**src/rtl/core/assert_macros.svh**
```systemverilog
// Assertion macros for the RTL files of the cache; the top level includes them.
`ifndef ASSERT_MACROS_SVH
`define ASSERT_MACROS_SVH

// A property checked at every rising clock edge outside reset.
`define ASSERT_CLK(label, clk, rst, prop, msg) \
   label: assert property (@(posedge clk) disable iff (rst) (prop)) else $error(msg);

// A property checked at every rising clock edge, reset included.
`define ASSERT_ALWAYS(label, clk, prop, msg) \
   label: assert property (@(posedge clk) (prop)) else $error(msg);

`endif

```
**src/rtl/core/lfu_pkg.sv**
```systemverilog
// Types and constants shared by the LFU cache modules.
`default_nettype none
package lfu_pkg;

   localparam logic OP_GET = 1'b0;
   localparam logic OP_PUT = 1'b1;

   localparam logic [4:0] CAPACITY_RESET = 5'd16;

   typedef enum logic [7:0] {
      ST_IDLE   = 8'b0000_0001,
      ST_SCAN   = 8'b0000_0010,
      ST_SDRAIN = 8'b0000_0100,
      ST_DECIDE = 8'b0000_1000,
      ST_AGE    = 8'b0001_0000,
      ST_ADRAIN = 8'b0010_0000,
      ST_COMMIT = 8'b0100_0000,
      ST_FINISH = 8'b1000_0000
   } state_type;

   typedef struct packed {
      logic load;
      logic scan;
      logic decide;
      logic age;
      logic commit;
      logic finish;
   } cmd_type;

   typedef struct packed {
      logic cnt_last;
      logic update;
      logic out_busy;
   } status_type;

endpackage
`default_nettype wire

```
**src/rtl/core/lfu_req_if.sv**
```systemverilog
// Request channel interface: one get or put item.
`default_nettype none
interface lfu_req_if;
   logic              valid;
   logic              ready;
   logic              op;
   logic [31:0]       key;
   logic signed [31:0] value;

   modport source (output valid, output op, output key, output value, input ready);
   modport sink (input valid, input op, input key, input value, output ready);
endinterface
`default_nettype wire

```
**src/rtl/core/lfu_rsp_if.sv**
```systemverilog
// Response channel interface: one result item per request.
`default_nettype none
interface lfu_rsp_if;
   logic               valid;
   logic               ready;
   logic               hit;
   logic signed [31:0] read_value;
   logic               evicted;

   modport source (output valid, output hit, output read_value, output evicted, input ready);
   modport sink (input valid, input hit, input read_value, input evicted, output ready);
endinterface
`default_nettype wire

```
**src/rtl/core/lfu_ctrl.sv**
```systemverilog
// Sequencer of the cache: scan pass, decision, aging pass and commit when an entry changes, response.
`default_nettype none
module lfu_ctrl
   import lfu_pkg::*;
(
   input  wire logic       clock,
   input  wire logic       reset,
   input  wire logic       req_valid,
   output logic            req_ready,
   input  wire status_type status,
   output cmd_type         cmd
);

   state_type state_ff, state_in;

   always_ff @(posedge clock) begin
      if (reset) begin
         state_ff <= ST_IDLE;
      end else begin
         state_ff <= state_in;
      end
   end

   always_comb begin
      state_in  = state_ff;
      cmd       = '0;
      req_ready = 1'b0;
      unique case (state_ff)
         ST_IDLE: begin
            // No item is taken while reset is held.
            req_ready = !reset;
            if (req_valid && !reset) begin
               cmd.load = 1'b1;
               state_in = ST_SCAN;
            end
         end
         ST_SCAN: begin
            cmd.scan = 1'b1;
            if (status.cnt_last) begin
               state_in = ST_SDRAIN;
            end
         end
         ST_SDRAIN: begin
            state_in = ST_DECIDE;
         end
         ST_DECIDE: begin
            cmd.decide = 1'b1;
            state_in = status.update ? ST_AGE : ST_FINISH;
         end
         ST_AGE: begin
            cmd.age = 1'b1;
            if (status.cnt_last) begin
               state_in = ST_ADRAIN;
            end
         end
         ST_ADRAIN: begin
            state_in = ST_COMMIT;
         end
         ST_COMMIT: begin
            cmd.commit = 1'b1;
            state_in = ST_FINISH;
         end
         ST_FINISH: begin
            if (!status.out_busy) begin
               cmd.finish = 1'b1;
               state_in = ST_IDLE;
            end
         end
         default: begin
            state_in = ST_IDLE;
         end
      endcase
   end

endmodule
`default_nettype wire

```
**src/rtl/core/lfu_datapath.sv**
```systemverilog
// Entry storage, scan trackers, replacement decision and response register.
`default_nettype none
module lfu_datapath
   import lfu_pkg::*;
#(
   parameter int MAX_ENTRIES = 16,
   parameter int COUNT_BITS  = 16
)
(
   input  wire logic               clock,
   input  wire logic               reset,
   input  wire logic               csr_wr_en,
   input  wire logic [4:0]         csr_wr_data,
   input  wire logic               req_op,
   input  wire logic [31:0]        req_key,
   input  wire logic signed [31:0] req_value,
   input  wire cmd_type            cmd,
   output status_type              status,
   output logic                    rsp_valid,
   input  wire logic               rsp_ready,
   output logic                    rsp_hit,
   output logic signed [31:0]      rsp_read_value,
   output logic                    rsp_evicted
);

   localparam int IW = (MAX_ENTRIES > 1) ? $clog2(MAX_ENTRIES) : 1;
   localparam int CW = $clog2(MAX_ENTRIES + 1);
   localparam int KW = (CW > 5) ? CW : 5;
   localparam logic [IW-1:0] LAST_IDX = IW'(MAX_ENTRIES - 1);

   logic [31:0]         mem_key   [MAX_ENTRIES];
   logic signed [31:0]  mem_value [MAX_ENTRIES];
   logic [COUNT_BITS-1:0] mem_count [MAX_ENTRIES];
   logic [IW-1:0]       mem_rank  [MAX_ENTRIES];

   logic [MAX_ENTRIES-1:0] valid_ff;
   logic [CW-1:0]          used_ff;
   logic [4:0]             cap_ff;
   logic [IW-1:0]          cnt_ff;

   logic               op_ff;
   logic [31:0]        key_ff;
   logic signed [31:0] val_ff;

   logic                  rd_vld_ff, rd_age_ff;
   logic [IW-1:0]         rd_idx_ff;
   logic [31:0]           rd_key_ff;
   logic signed [31:0]    rd_value_ff;
   logic [COUNT_BITS-1:0] rd_count_ff;
   logic [IW-1:0]         rd_rank_ff;

   logic                  hit_ff;
   logic [IW-1:0]         hit_slot_ff;
   logic signed [31:0]    hit_value_ff;
   logic [COUNT_BITS-1:0] hit_count_ff;
   logic [IW-1:0]         hit_rank_ff;
   logic                  free_got_ff;
   logic [IW-1:0]         free_slot_ff;
   logic                  vic_got_ff;
   logic [IW-1:0]         vic_slot_ff;
   logic [COUNT_BITS-1:0] vic_count_ff;
   logic [IW-1:0]         vic_rank_ff;

   logic                  fill_ff;
   logic [IW-1:0]         slot_ff, age_rank_ff;
   logic signed [31:0]    new_value_ff;
   logic [COUNT_BITS-1:0] new_count_ff;
   logic                  res_hit_ff, res_evicted_ff;
   logic signed [31:0]    res_value_ff;

   logic                  rsp_valid_ff, rsp_hit_ff, rsp_evicted_ff;
   logic signed [31:0]    rsp_value_ff;

   logic                  upd_in, fill_in, res_hit_in, res_evicted_in;
   logic [IW-1:0]         slot_in, age_rank_in;
   logic signed [31:0]    new_value_in, res_value_in;
   logic [COUNT_BITS-1:0] new_count_in;
   logic [KW-1:0]         cap_eff;
   logic                  rd_entry_valid, age_write;

   assign rd_entry_valid = valid_ff[rd_idx_ff];
   assign age_write = rd_vld_ff && rd_age_ff && rd_entry_valid &&
                      (rd_idx_ff != slot_ff) && (rd_rank_ff < age_rank_ff);

   always_comb begin
      if (KW'(cap_ff) > KW'(MAX_ENTRIES)) begin
         cap_eff = KW'(MAX_ENTRIES);
      end else begin
         cap_eff = KW'(cap_ff);
      end
   end

   // Replacement decision from the results of the scan pass.
   always_comb begin
      upd_in         = 1'b0;
      fill_in        = 1'b0;
      slot_in        = hit_slot_ff;
      age_rank_in    = hit_rank_ff;
      new_value_in   = val_ff;
      new_count_in   = COUNT_BITS'(1);
      res_hit_in     = 1'b0;
      res_value_in   = '0;
      res_evicted_in = 1'b0;
      if (hit_ff) begin
         upd_in     = 1'b1;
         res_hit_in = 1'b1;
         if (op_ff == OP_GET) begin
            new_value_in = hit_value_ff;
            res_value_in = hit_value_ff;
         end
         if (hit_count_ff == '1) begin
            new_count_in = hit_count_ff;
         end else begin
            new_count_in = hit_count_ff + COUNT_BITS'(1);
         end
      end else if (op_ff == OP_PUT && cap_eff != '0) begin
         if (KW'(used_ff) < cap_eff) begin
            upd_in      = free_got_ff;
            fill_in     = free_got_ff;
            slot_in     = free_slot_ff;
            age_rank_in = IW'(used_ff);
         end else begin
            upd_in         = vic_got_ff;
            res_evicted_in = vic_got_ff;
            slot_in        = vic_slot_ff;
            age_rank_in    = vic_rank_ff;
         end
      end
   end

   // Entry storage: registered read, one write a cycle.
   always_ff @(posedge clock) begin
      if (cmd.scan || cmd.age) begin
         rd_key_ff   <= mem_key[cnt_ff];
         rd_value_ff <= mem_value[cnt_ff];
         rd_count_ff <= mem_count[cnt_ff];
         rd_rank_ff  <= mem_rank[cnt_ff];
      end
      if (cmd.commit) begin
         mem_key[slot_ff]   <= key_ff;
         mem_value[slot_ff] <= new_value_ff;
         mem_count[slot_ff] <= new_count_ff;
         mem_rank[slot_ff]  <= '0;
      end else if (age_write) begin
         mem_rank[rd_idx_ff] <= rd_rank_ff + IW'(1);
      end
   end

   always_ff @(posedge clock) begin
      if (reset) begin
         valid_ff     <= '0;
         used_ff      <= '0;
         cap_ff       <= CAPACITY_RESET;
         cnt_ff       <= '0;
         rd_vld_ff    <= 1'b0;
         rsp_valid_ff <= 1'b0;
      end else begin
         if (csr_wr_en) begin
            cap_ff <= csr_wr_data;
         end
         if (cmd.load || cmd.decide) begin
            cnt_ff <= '0;
         end else if (cmd.scan || cmd.age) begin
            cnt_ff <= cnt_ff + IW'(1);
         end
         rd_vld_ff <= cmd.scan || cmd.age;
         if (cmd.commit) begin
            valid_ff[slot_ff] <= 1'b1;
            if (fill_ff) begin
               used_ff <= used_ff + CW'(1);
            end
         end
         if (cmd.finish) begin
            rsp_valid_ff <= 1'b1;
         end else if (rsp_ready) begin
            rsp_valid_ff <= 1'b0;
         end
      end
   end

   always_ff @(posedge clock) begin
      if (cmd.load) begin
         op_ff       <= req_op;
         key_ff      <= req_key;
         val_ff      <= req_value;
         hit_ff      <= 1'b0;
         free_got_ff <= 1'b0;
         vic_got_ff  <= 1'b0;
      end else if (rd_vld_ff && !rd_age_ff) begin
         if (rd_entry_valid) begin
            if (!hit_ff && rd_key_ff == key_ff) begin
               hit_ff       <= 1'b1;
               hit_slot_ff  <= rd_idx_ff;
               hit_value_ff <= rd_value_ff;
               hit_count_ff <= rd_count_ff;
               hit_rank_ff  <= rd_rank_ff;
            end
            // Lowest count wins; among equal counts the oldest rank wins.
            if (!vic_got_ff || rd_count_ff < vic_count_ff ||
                (rd_count_ff == vic_count_ff && rd_rank_ff > vic_rank_ff)) begin
               vic_got_ff   <= 1'b1;
               vic_slot_ff  <= rd_idx_ff;
               vic_count_ff <= rd_count_ff;
               vic_rank_ff  <= rd_rank_ff;
            end
         end else if (!free_got_ff) begin
            free_got_ff  <= 1'b1;
            free_slot_ff <= rd_idx_ff;
         end
      end
      if (cmd.scan || cmd.age) begin
         rd_idx_ff <= cnt_ff;
         rd_age_ff <= cmd.age;
      end
      if (cmd.decide) begin
         fill_ff        <= fill_in;
         slot_ff        <= slot_in;
         age_rank_ff    <= age_rank_in;
         new_value_ff   <= new_value_in;
         new_count_ff   <= new_count_in;
         res_hit_ff     <= res_hit_in;
         res_value_ff   <= res_value_in;
         res_evicted_ff <= res_evicted_in;
      end
      if (cmd.finish) begin
         rsp_hit_ff     <= res_hit_ff;
         rsp_value_ff   <= res_value_ff;
         rsp_evicted_ff <= res_evicted_ff;
      end
   end

   assign status.cnt_last = (cnt_ff == LAST_IDX);
   assign status.update   = upd_in;
   assign status.out_busy = rsp_valid_ff && !rsp_ready;

   assign rsp_valid      = rsp_valid_ff;
   assign rsp_hit        = rsp_hit_ff;
   assign rsp_read_value = rsp_value_ff;
   assign rsp_evicted    = rsp_evicted_ff;

endmodule
`default_nettype wire

```
**src/rtl/core/lfu_cache_lru_tiebreak_top.sv**
```systemverilog
// Top level of the LFU cache with least-recently-used tie break.
// An item that changes an entry goes through a scan pass, a decision, an aging pass over the
// same port and a commit before its result is valid.
// A get miss, or a put miss at capacity zero, skips aging and commit.
// One item at a time: the next is taken in the cycle after the result is loaded, and the result
// is loaded later while an earlier one waits; reset empties the cache.
`default_nettype none
`include "assert_macros.svh"
module lfu_cache_lru_tiebreak_top
   import lfu_pkg::*;
#(
   parameter int MAX_ENTRIES = 16,
   parameter int COUNT_BITS  = 16
)
(
   input  wire logic       clock,
   input  wire logic       reset,
   input  wire logic       csr_wr_en,
   input  wire logic [4:0] csr_wr_data,
   lfu_req_if.sink         req_ch,
   lfu_rsp_if.source       rsp_ch
);

   cmd_type    cmd;
   status_type status;
   logic       req_accept;
   logic       rsp_both;
   logic       rsp_miss;

   lfu_ctrl u_ctrl (
      .clock     (clock),
      .reset     (reset),
      .req_valid (req_ch.valid),
      .req_ready (req_ch.ready),
      .status    (status),
      .cmd       (cmd)
   );

   lfu_datapath #(
      .MAX_ENTRIES (MAX_ENTRIES),
      .COUNT_BITS  (COUNT_BITS)
   ) u_datapath (
      .clock          (clock),
      .reset          (reset),
      .csr_wr_en      (csr_wr_en),
      .csr_wr_data    (csr_wr_data),
      .req_op         (req_ch.op),
      .req_key        (req_ch.key),
      .req_value      (req_ch.value),
      .cmd            (cmd),
      .status         (status),
      .rsp_valid      (rsp_ch.valid),
      .rsp_ready      (rsp_ch.ready),
      .rsp_hit        (rsp_ch.hit),
      .rsp_read_value (rsp_ch.read_value),
      .rsp_evicted    (rsp_ch.evicted)
   );

   assign req_accept = req_ch.valid && req_ch.ready;
   assign rsp_both   = rsp_ch.hit && rsp_ch.evicted;
   assign rsp_miss   = rsp_ch.valid && !rsp_ch.hit;

   `ASSERT_CLK(a_busy_after_accept, clock, reset, req_accept |=> !req_ch.ready, "double accept")
   `ASSERT_CLK(a_hit_no_evict, clock, reset, rsp_ch.valid |-> !rsp_both, "hit with eviction")
   `ASSERT_CLK(a_miss_zero_value, clock, reset, rsp_miss |-> rsp_ch.read_value == 0, "miss value")

endmodule
`default_nettype wire

```
**src/flat_wrapper.sv**
```systemverilog
// flat-port wrapper written by rule: the top's interface ports become plain ports
module lfu_cache_lru_tiebreak_top_flat import lfu_pkg::*;
#(
   parameter int MAX_ENTRIES = 16,
   parameter int COUNT_BITS  = 16
)
  (clock, reset, csr_wr_en, csr_wr_data, req_ch_valid, req_ch_op, req_ch_key, req_ch_value, req_ch_ready, rsp_ch_valid, rsp_ch_hit, rsp_ch_read_value, rsp_ch_evicted, rsp_ch_ready);
  lfu_req_if req_ch_i ();
  lfu_rsp_if rsp_ch_i ();
  input  wire logic clock;
  input  wire logic reset;
  input  wire logic csr_wr_en;
  input  wire logic [4:0] csr_wr_data;
  input wire logic [$bits(req_ch_i.valid)-1:0] req_ch_valid;
  input wire logic [$bits(req_ch_i.op)-1:0] req_ch_op;
  input wire logic [$bits(req_ch_i.key)-1:0] req_ch_key;
  input wire logic [$bits(req_ch_i.value)-1:0] req_ch_value;
  output wire logic [$bits(req_ch_i.ready)-1:0] req_ch_ready;
  output wire logic [$bits(rsp_ch_i.valid)-1:0] rsp_ch_valid;
  output wire logic [$bits(rsp_ch_i.hit)-1:0] rsp_ch_hit;
  output wire logic [$bits(rsp_ch_i.read_value)-1:0] rsp_ch_read_value;
  output wire logic [$bits(rsp_ch_i.evicted)-1:0] rsp_ch_evicted;
  input wire logic [$bits(rsp_ch_i.ready)-1:0] rsp_ch_ready;
  assign req_ch_i.valid = req_ch_valid;
  assign req_ch_i.op = req_ch_op;
  assign req_ch_i.key = req_ch_key;
  assign req_ch_i.value = req_ch_value;
  assign req_ch_ready = req_ch_i.ready;
  assign rsp_ch_valid = rsp_ch_i.valid;
  assign rsp_ch_hit = rsp_ch_i.hit;
  assign rsp_ch_read_value = rsp_ch_i.read_value;
  assign rsp_ch_evicted = rsp_ch_i.evicted;
  assign rsp_ch_i.ready = rsp_ch_ready;
  lfu_cache_lru_tiebreak_top #(.MAX_ENTRIES(MAX_ENTRIES), .COUNT_BITS(COUNT_BITS)) u_core (.clock(clock), .reset(reset), .csr_wr_en(csr_wr_en), .csr_wr_data(csr_wr_data), .req_ch(req_ch_i), .rsp_ch(rsp_ch_i));
endmodule
```
**config.mk**
```make
export PLATFORM = sky130hd
export DESIGN_NAME = lfu_cache_lru_tiebreak_top_flat
export DESIGN_NICKNAME = d
export VERILOG_FILES = /design/src/rtl/core/lfu_pkg.sv /design/src/rtl/core/lfu_req_if.sv /design/src/rtl/core/lfu_rsp_if.sv /design/src/rtl/core/lfu_ctrl.sv /design/src/rtl/core/lfu_datapath.sv /design/src/rtl/core/lfu_cache_lru_tiebreak_top.sv /design/src/flat_wrapper.sv
export VERILOG_INCLUDE_DIRS = /design/src /design/src/rtl/core
export SDC_FILE = /design/constraint.sdc
export NUM_CORES = 2
export LEC_CHECK = 0
export BUFFER_PORTS_ARGS = -buffer_cell sky130_fd_sc_hd__buf_2
export CAP_MARGIN = 20
export CELL_PAD_IN_SITES_DETAIL_PLACEMENT = 1
export CELL_PAD_IN_SITES_GLOBAL_PLACEMENT = 1
export CORE_ASPECT_RATIO = 1.75
export CORE_UTILIZATION = 40
export CTS_CLUSTER_SIZE = 14
export DETAILED_ROUTE_END_ITERATION = 10
export PLACE_DENSITY_LB_ADDON = 0.1
export SLEW_MARGIN = 15
export SYNTH_ARGS = -nofsm -noshare
export SYNTH_HDL_FRONTEND = slang
export SYNTH_HIERARCHICAL = 1
export SYNTH_SLANG_ARGS = --single-unit
```
**constraint.sdc**
```tcl
create_clock -name clock -period 9.6 [get_ports clock]
set_clock_uncertainty 0.2 [all_clocks]
set_input_delay 0.48 -clock clock [delete_from_list [all_inputs] [get_ports clock]]
set_output_delay 0.48 -clock clock [all_outputs]
set_load 0.005 [all_outputs]
```
Word-level counts from Yosys, hierarchy flattened
Memories as Yosys holds them, arrays and structs flattened. A register that Yosys moved wholly into a read port is not among the register bits.
Cells that the tools add are included.
{"block": "totals", "n_memories": 4, "inputBits": 75, "mem_bits_rw": 1344, "regBits": 322}
{"name": "u_core.u_datapath.mem_key", "words": 16, "width": 32, "rd": 1, "rd_clocked_by_memory_dff": 1, "wr": 1, "line": "lfu_datapath.sv:31", "text": "logic [31:0] mem_key [MAX_ENTRIES];"}
{"name": "u_core.u_datapath.mem_value", "words": 16, "width": 32, "rd": 1, "rd_clocked_by_memory_dff": 1, "wr": 1, "line": "lfu_datapath.sv:32", "text": "logic signed [31:0] mem_value [MAX_ENTRIES];"}
{"name": "u_core.u_datapath.mem_count", "words": 16, "width": 16, "rd": 1, "rd_clocked_by_memory_dff": 1, "wr": 1, "line": "lfu_datapath.sv:33", "text": "logic [COUNT_BITS-1:0] mem_count [MAX_ENTRIES];"}
{"name": "u_core.u_datapath.mem_rank", "words": 16, "width": 4, "rd": 1, "rd_clocked_by_memory_dff": 1, "wr": 1, "line": "lfu_datapath.sv:34", "text": "logic [IW-1:0] mem_rank [MAX_ENTRIES];"}
{"block": "op_classes", "n_addsub": 4, "order_cmp": 8, "bitwise_logic": 7, "reduce_logical": 35, "muxes": 43, "n_eq_ne": 17}
{"op": "$mux W32", "count": 2}
{"op": "$pmux W8 S8", "count": 1}
{"op": "$mux W8", "count": 5}
{"op": "$eq A32 B32 Y1", "count": 1}
{"op": "$mux W4", "count": 8}
{"op": "$mux W1", "count": 23}
{"op": "$add A16 B1 Y16 const B", "count": 1}
{"op": "$eq A16 B16 Y1", "count": 1}
{"op": "$eq A16 B16 Y1 const B", "count": 1}
{"op": "$lt A16 B16 Y1", "count": 1}
{"op": "$mux W16", "count": 1}
{"op": "$or A16 B16 Y16", "count": 1}
{"op": "$reduce_and A4 Y1", "count": 4}
{"op": "$logic_and A1 B1 Y1", "count": 11}
{"op": "$lt A4 B5 Y1 const B", "count": 2}
{"op": "$add A4 B1 Y4 const B", "count": 2}
{"op": "$eq A8 B1 Y1 const B", "count": 1}
{"op": "$eq A8 B2 Y1 const B", "count": 1}
{"op": "$eq A8 B3 Y1 const B", "count": 1}
{"op": "$eq A8 B4 Y1 const B", "count": 1}
{"op": "$eq A8 B5 Y1 const B", "count": 1}
{"op": "$eq A8 B6 Y1 const B", "count": 1}
{"op": "$eq A8 B7 Y1 const B", "count": 1}
{"op": "$eq A8 B8 Y1 const B", "count": 1}
{"op": "23 further kinds", "count": 41}

Longest topological paths before layout
{"block": "depth", "depth_word": 10, "depth_mapped": 12, "ltp_nobuf": 10}

Hierarchy
The synthesis kept the hierarchy.
{"mod": "lfu_datapath", "area_per_inst_um2": 65629.2, "instances": 1, "cells_per_inst": 2794}
{"mod": "lfu_ctrl", "area_per_inst_um2": 531.8, "instances": 1, "cells_per_inst": 66}

Least setup slack after synthesis
No wires, ideal clock.
{"block": "synth_timing", "kind": "reg2reg", "start": "reg u_core.u_ctrl.state_ff[1]", "end": "mem u_core.u_datapath.mem_count[4][0] (enable)", "path_slack_ns": 1.838, "t_required_ns": 8.781, "setup_ns": 0.619, "path_stages_with_launch": 8, "t_arrival_ns": 6.943, "period_less_slack_ns": 7.762, "cell_sequence": "dfxtp_1 buf_6 nor4_1 nand2b_1 nor2_1 nand2b_1 or2_2 nor3_1"}
{"element": "start: declaration", "line": "lfu_ctrl.sv:14", "text": "state_type state_ff, state_in;"}
{"element": "start signal: assignment", "line": "lfu_ctrl.sv:20", "text": "state_ff <= state_in;"}
{"element": "end: declaration", "line": "lfu_datapath.sv:33"}

==> impl_metrics.py <==
metrics = {
    "outcome": {
        "outcome": "completed",
    },
    "floorplan": {
        "fp.coreArea_um2": 164000,
        "placementRows": 197,
        "start_util": 0.402,
        "top_level_ports": 111,
        "die_h_um": 540,
        "fp.dieArea_um2": 167000,
        "horizontal_extent_of_the_die_um": 309,
    },
    "drt": {
        "viasPerCell": 5.43,
        "detailed_route_drc_error_count": 0,
        "wl_per_cell_um": 30.0,
        "routed-via-count": 29800,
        "drt_pre_antenna_iters": 7,
        "routed_wl_um": 165000,
        "first_iter_violations": 2116,
        "route.antenna.remaining_nets": 0,
    },
    "clock_network": {
        "cts_tree": "done",
        "ctsRootBufferMaster": "clkbuf_16",
        "h-tree-depth": 4,
        "number_of_buffers_created_by_cts": 173,
        "clk_sink_count": 1750,
        "worst_skew_pair.late_latency_ps": 810,
        "clock_tree.buffer_depth": 4,
        "path_clk_slew_ps": 60,
    },
    "setup_path": {
        "worst_setup_path_start_kind": "flip-flop",
        "largest_fanout_of_any_net_on_the_critical_path": 45,
        "cpPeakStageDelay_ps": 820,
        "crit_arrival_ps": 5120,
        "reg2reg_slack_ps": 4690,
        "r2r_end": "u_core/u_datapath/mem_count[4][13]",
        "critPathTopFamily": "simple AND/OR/NAND/NOR gates",
        "worst_r2r_path_depth": 8,
        "worst-endpoint-required_ps": 9810,
        "cp_cell_sequence": "nor4_1 -> nand2b_1 -> nor2_1 -> nand2b_1 -> or2_2 -> nor3_2 -> buf_4 -> buf_4",
        "r2r-start": "u_core/u_ctrl/state_ff[1]",
        "endpoint_type_of_the_worst_setup_path": "flip-flop",
        "critical_path_class": "reg2reg",
        "worstPathBufferInverterCount": 2,
        "critical_path_cell_with_the_highest_stage_delay": "buf_4",
    },
    "logic_synthesis": {
        "ys_types": 65,
        "synth_enable_flop_cells": 1707,
        "number_of_register_bits_inferred_by_synthesis": 1750,
        "netlist.top_cell.by_area": "edfxtp_1",
        "commonest_register_cell_after_synthesis": "edfxtp_1",
        "synth_top_cells_by_count": "edfxtp_1, mux4_2, nor2_1",
        "post_synth_main_area_contributors": "edfxtp_1, mux4_2, dfxtp_1, buf_6, ha_1",
        "yosys_warnings": 6,
        "postSynthCellCount": 2860,
        "synth-async-reset-ratio": 0,
        "seq_area_frac_synth": 0.788,
        "syn_area_per_cell_um2": 23.1,
        "post-synth-top-count-cell": "edfxtp_1",
        "post_synth_instance_area_um2": 66200,
        "mappedNetlistNets": 2966,
        "netlist.area_leader.share": 0.775,
    },
    "placed_design": {
        "detailedPlace.worstSlack_ps": 4680,
        "hpwl_um": 88300,
        "port_buffers": 110,
        "finalWeightedCongestion": 0.770,
        "dp.cells": 5096,
    },
    "sta": {
        "final_hold_viol_count": 0,
        "final-setup-viol-count": 0,
        "final_max_slew_viol_count": 0,
        "maxSlewHeadroom": 0.229,
        "rsz0062_at_grt": "false",
        "fin_ws_ps": 4690,
        "clock.fmax_ghz": 0.204,
        "ratio_of_final_minimum_period_to_clock_period": 0.511,
        "timing_worst_slew_pin_value_ps": 1160,
        "finalSetupTns_ps": 0,
        "min_period_ps": 4910,
    },
    "global_routing": {
        "groute.layer.met3.usage": 0.0214,
        "first_global_vias": 33300,
        "antenna_found_initial": 7,
        "gr-max-usage-layer": "met2",
        "grt_max_degree": 117,
        "groute.usage.overall": 0.200,
        "groute.layer.met2.usage": 0.372,
        "grt_pass1_wl_um": 238000,
        "global_route.usage.met1": 0.247,
        "globalRouteOverflowTotal": 0,
    },
    "finish": {
        "stdcell_count": 5485,
        "final_nets": 3269,
        "multi_input_comb_area_um2": 13100,
        "fill_cells": 14800,
        "register_area_um2": 52100,
        "area_delta_synth_final_pct": 13.7,
        "fraction_of_final_layout_cells_with_drive_strength_greater_than_1": 0.271,
    },
    "pwr": {
        "p_per_area_nw_per_um2": 200,
        "seq_power_share": 0.558,
        "p_int_mw": 12.0,
        "power_share_of_the_clock_group": 0.424,
        "vdd_ir_drop_max_v": 0.000152,
        "power.static_leakage_nw": 23.4,
        "p_switching_mw": 3.04,
        "comb_power_share": 0.018,
        "total_power_mw": 15.0,
        "switching_fraction": 0.202,
    },
    "worst_hold_path": {
        "min_delay_worst_endpoint": "u_core/u_datapath/hit_value_ff[28]",
        "worst_hold_path.num_cells": 0,
        "critical_hold_path_startpoint": "u_core/u_datapath/rd_value_ff[28]",
        "hold_class": "reg2reg",
    },
    "job": {
        "total_of_max_cap_violations": 0,
    },
}
## sequential cells by signal (all words and copies together), names as in the netlist, 5 cells and up
register	flops
u_core/u_ctrl/state_ff	8
u_core/u_datapath/rd_value_ff	32
u_core/u_datapath/key_ff	32
u_core/u_datapath/mem_value	512
u_core/u_datapath/used_ff	5
u_core/u_datapath/cap_ff	5
u_core/u_datapath/rd_key_ff	32
u_core/u_datapath/mem_count	256
u_core/u_datapath/hit_value_ff	32
u_core/u_datapath/res_value_ff	32
u_core/u_datapath/new_value_ff	32
u_core/u_datapath/new_count_ff	16
u_core/u_datapath/rsp_read_value	32
u_core/u_datapath/mem_rank	64
u_core/u_datapath/val_ff	32
u_core/u_datapath/valid_ff	16
u_core/u_datapath/hit_count_ff	16
u_core/u_datapath/rd_count_ff	16
u_core/u_datapath/vic_count_ff	16
u_core/u_datapath/mem_key	512
## cell usage in the layout (no fill, tap or decap), drive strengths merged, types with 32 or more instances in the layout
cell	instances
and2	32
nand2	44
clkbuf	218
inv	55
mux4	424
clkinv	72
dlygate4sd3	81
edfxtp	1707
mux2	33
nor2	89
dfxtp	43
buf	168
## stage by stage
| step | util | hold WS [ps] | instance area, um^2 |
|---|---|---|---|
| 3_5_place_dp | 0.421 | 206 | 69300 |
| 2_1_floorplan | - | 200 | 66200 |
| 3_3_place_gp | 0.421 | 203 | 69200 |
| 5_1_grt | 0.458 | 149 | 75300 |
| 4_1_cts | 0.458 | 124 | 75200 |
| 6_report | 0.458 | 188 | 75300 |
## power by group through the flow
| stage | combinational (mW) | sequential [mW] | clock, mW |
|---|---|---|---|
| finish | 0.274 | 8.39 | 6.38 |
| global route | 0.297 | 8.39 | 6.79 |
| CTS | 0.285 | 8.39 | 6.57 |
| detailed placement | 0.256 | 8.56 | 0 |
| global placement | 0.251 | 8.55 | 0 |
| floorplan | 0.178 | 8.53 | 0 |
## final cells by class
cell class / instances / area share
antenna: 1 / 0.0000333
clock buffer: 218 / 0.0613
clock inverter: 89 / 0.00765
inverter: 50 / 0.00283
multi-input combinational: 939 / 0.175
sequential: 1750 / 0.693
tap: 2189 / 0.0364
timing repair buffer: 249 / 0.0243
## cell families (layout without fill, tap and decap cells)
family          after synthesis  count (layout)  share of synthesized area
flops                      1750            1750                      0.788
mux                         465             465                      0.152
simple gates                284             284                     0.0221
buf+inv                     171             606                     0.0148
compound gates              103             103                     0.0104
xor+xnor                     56              56                    0.00741
fa+ha+maj                    31              31                    0.00586
other cells                   0               1                          0
## repair_timing
action | in CTS | in global routing
resized for setup | 0 | 0
hold buffers | 81 | 0
endpoints found under the hold margin | 84 | 0
setup buffers | 0 | 0
## worst max-delay path by stage
stage | startpoint | end | slack (ps) | depth (start not counted)
floorplan | u_core/u_ctrl/state_ff[1] | u_core/u_datapath/mem_count[4][0] | 1840 | 7
detailed placement | u_core/u_ctrl/state_ff[1] | u_core/u_datapath/mem_count[4][13] | 4680 | 8
finish | u_core/u_ctrl/state_ff[1] | u_core/u_datapath/mem_count[4][13] | 4690 | 8
global route | u_core/u_ctrl/state_ff[1] | u_core/u_datapath/mem_count[4][13] | 4430 | 8
global placement | u_core/u_ctrl/state_ff[1] | u_core/u_datapath/mem_count[4][12] | 4710 | 8
CTS | u_core/u_ctrl/state_ff[1] | u_core/u_datapath/mem_key[4][30] | 4650 | 8
## per-layer routing
layer  vias up  share of wire
met5         -       0.000079
met4         2          0.020
met3       206          0.030
met2       575           0.56
met1     16400           0.39
li1      12600              -
Note: power is estimated with default switching activity, not from simulation.
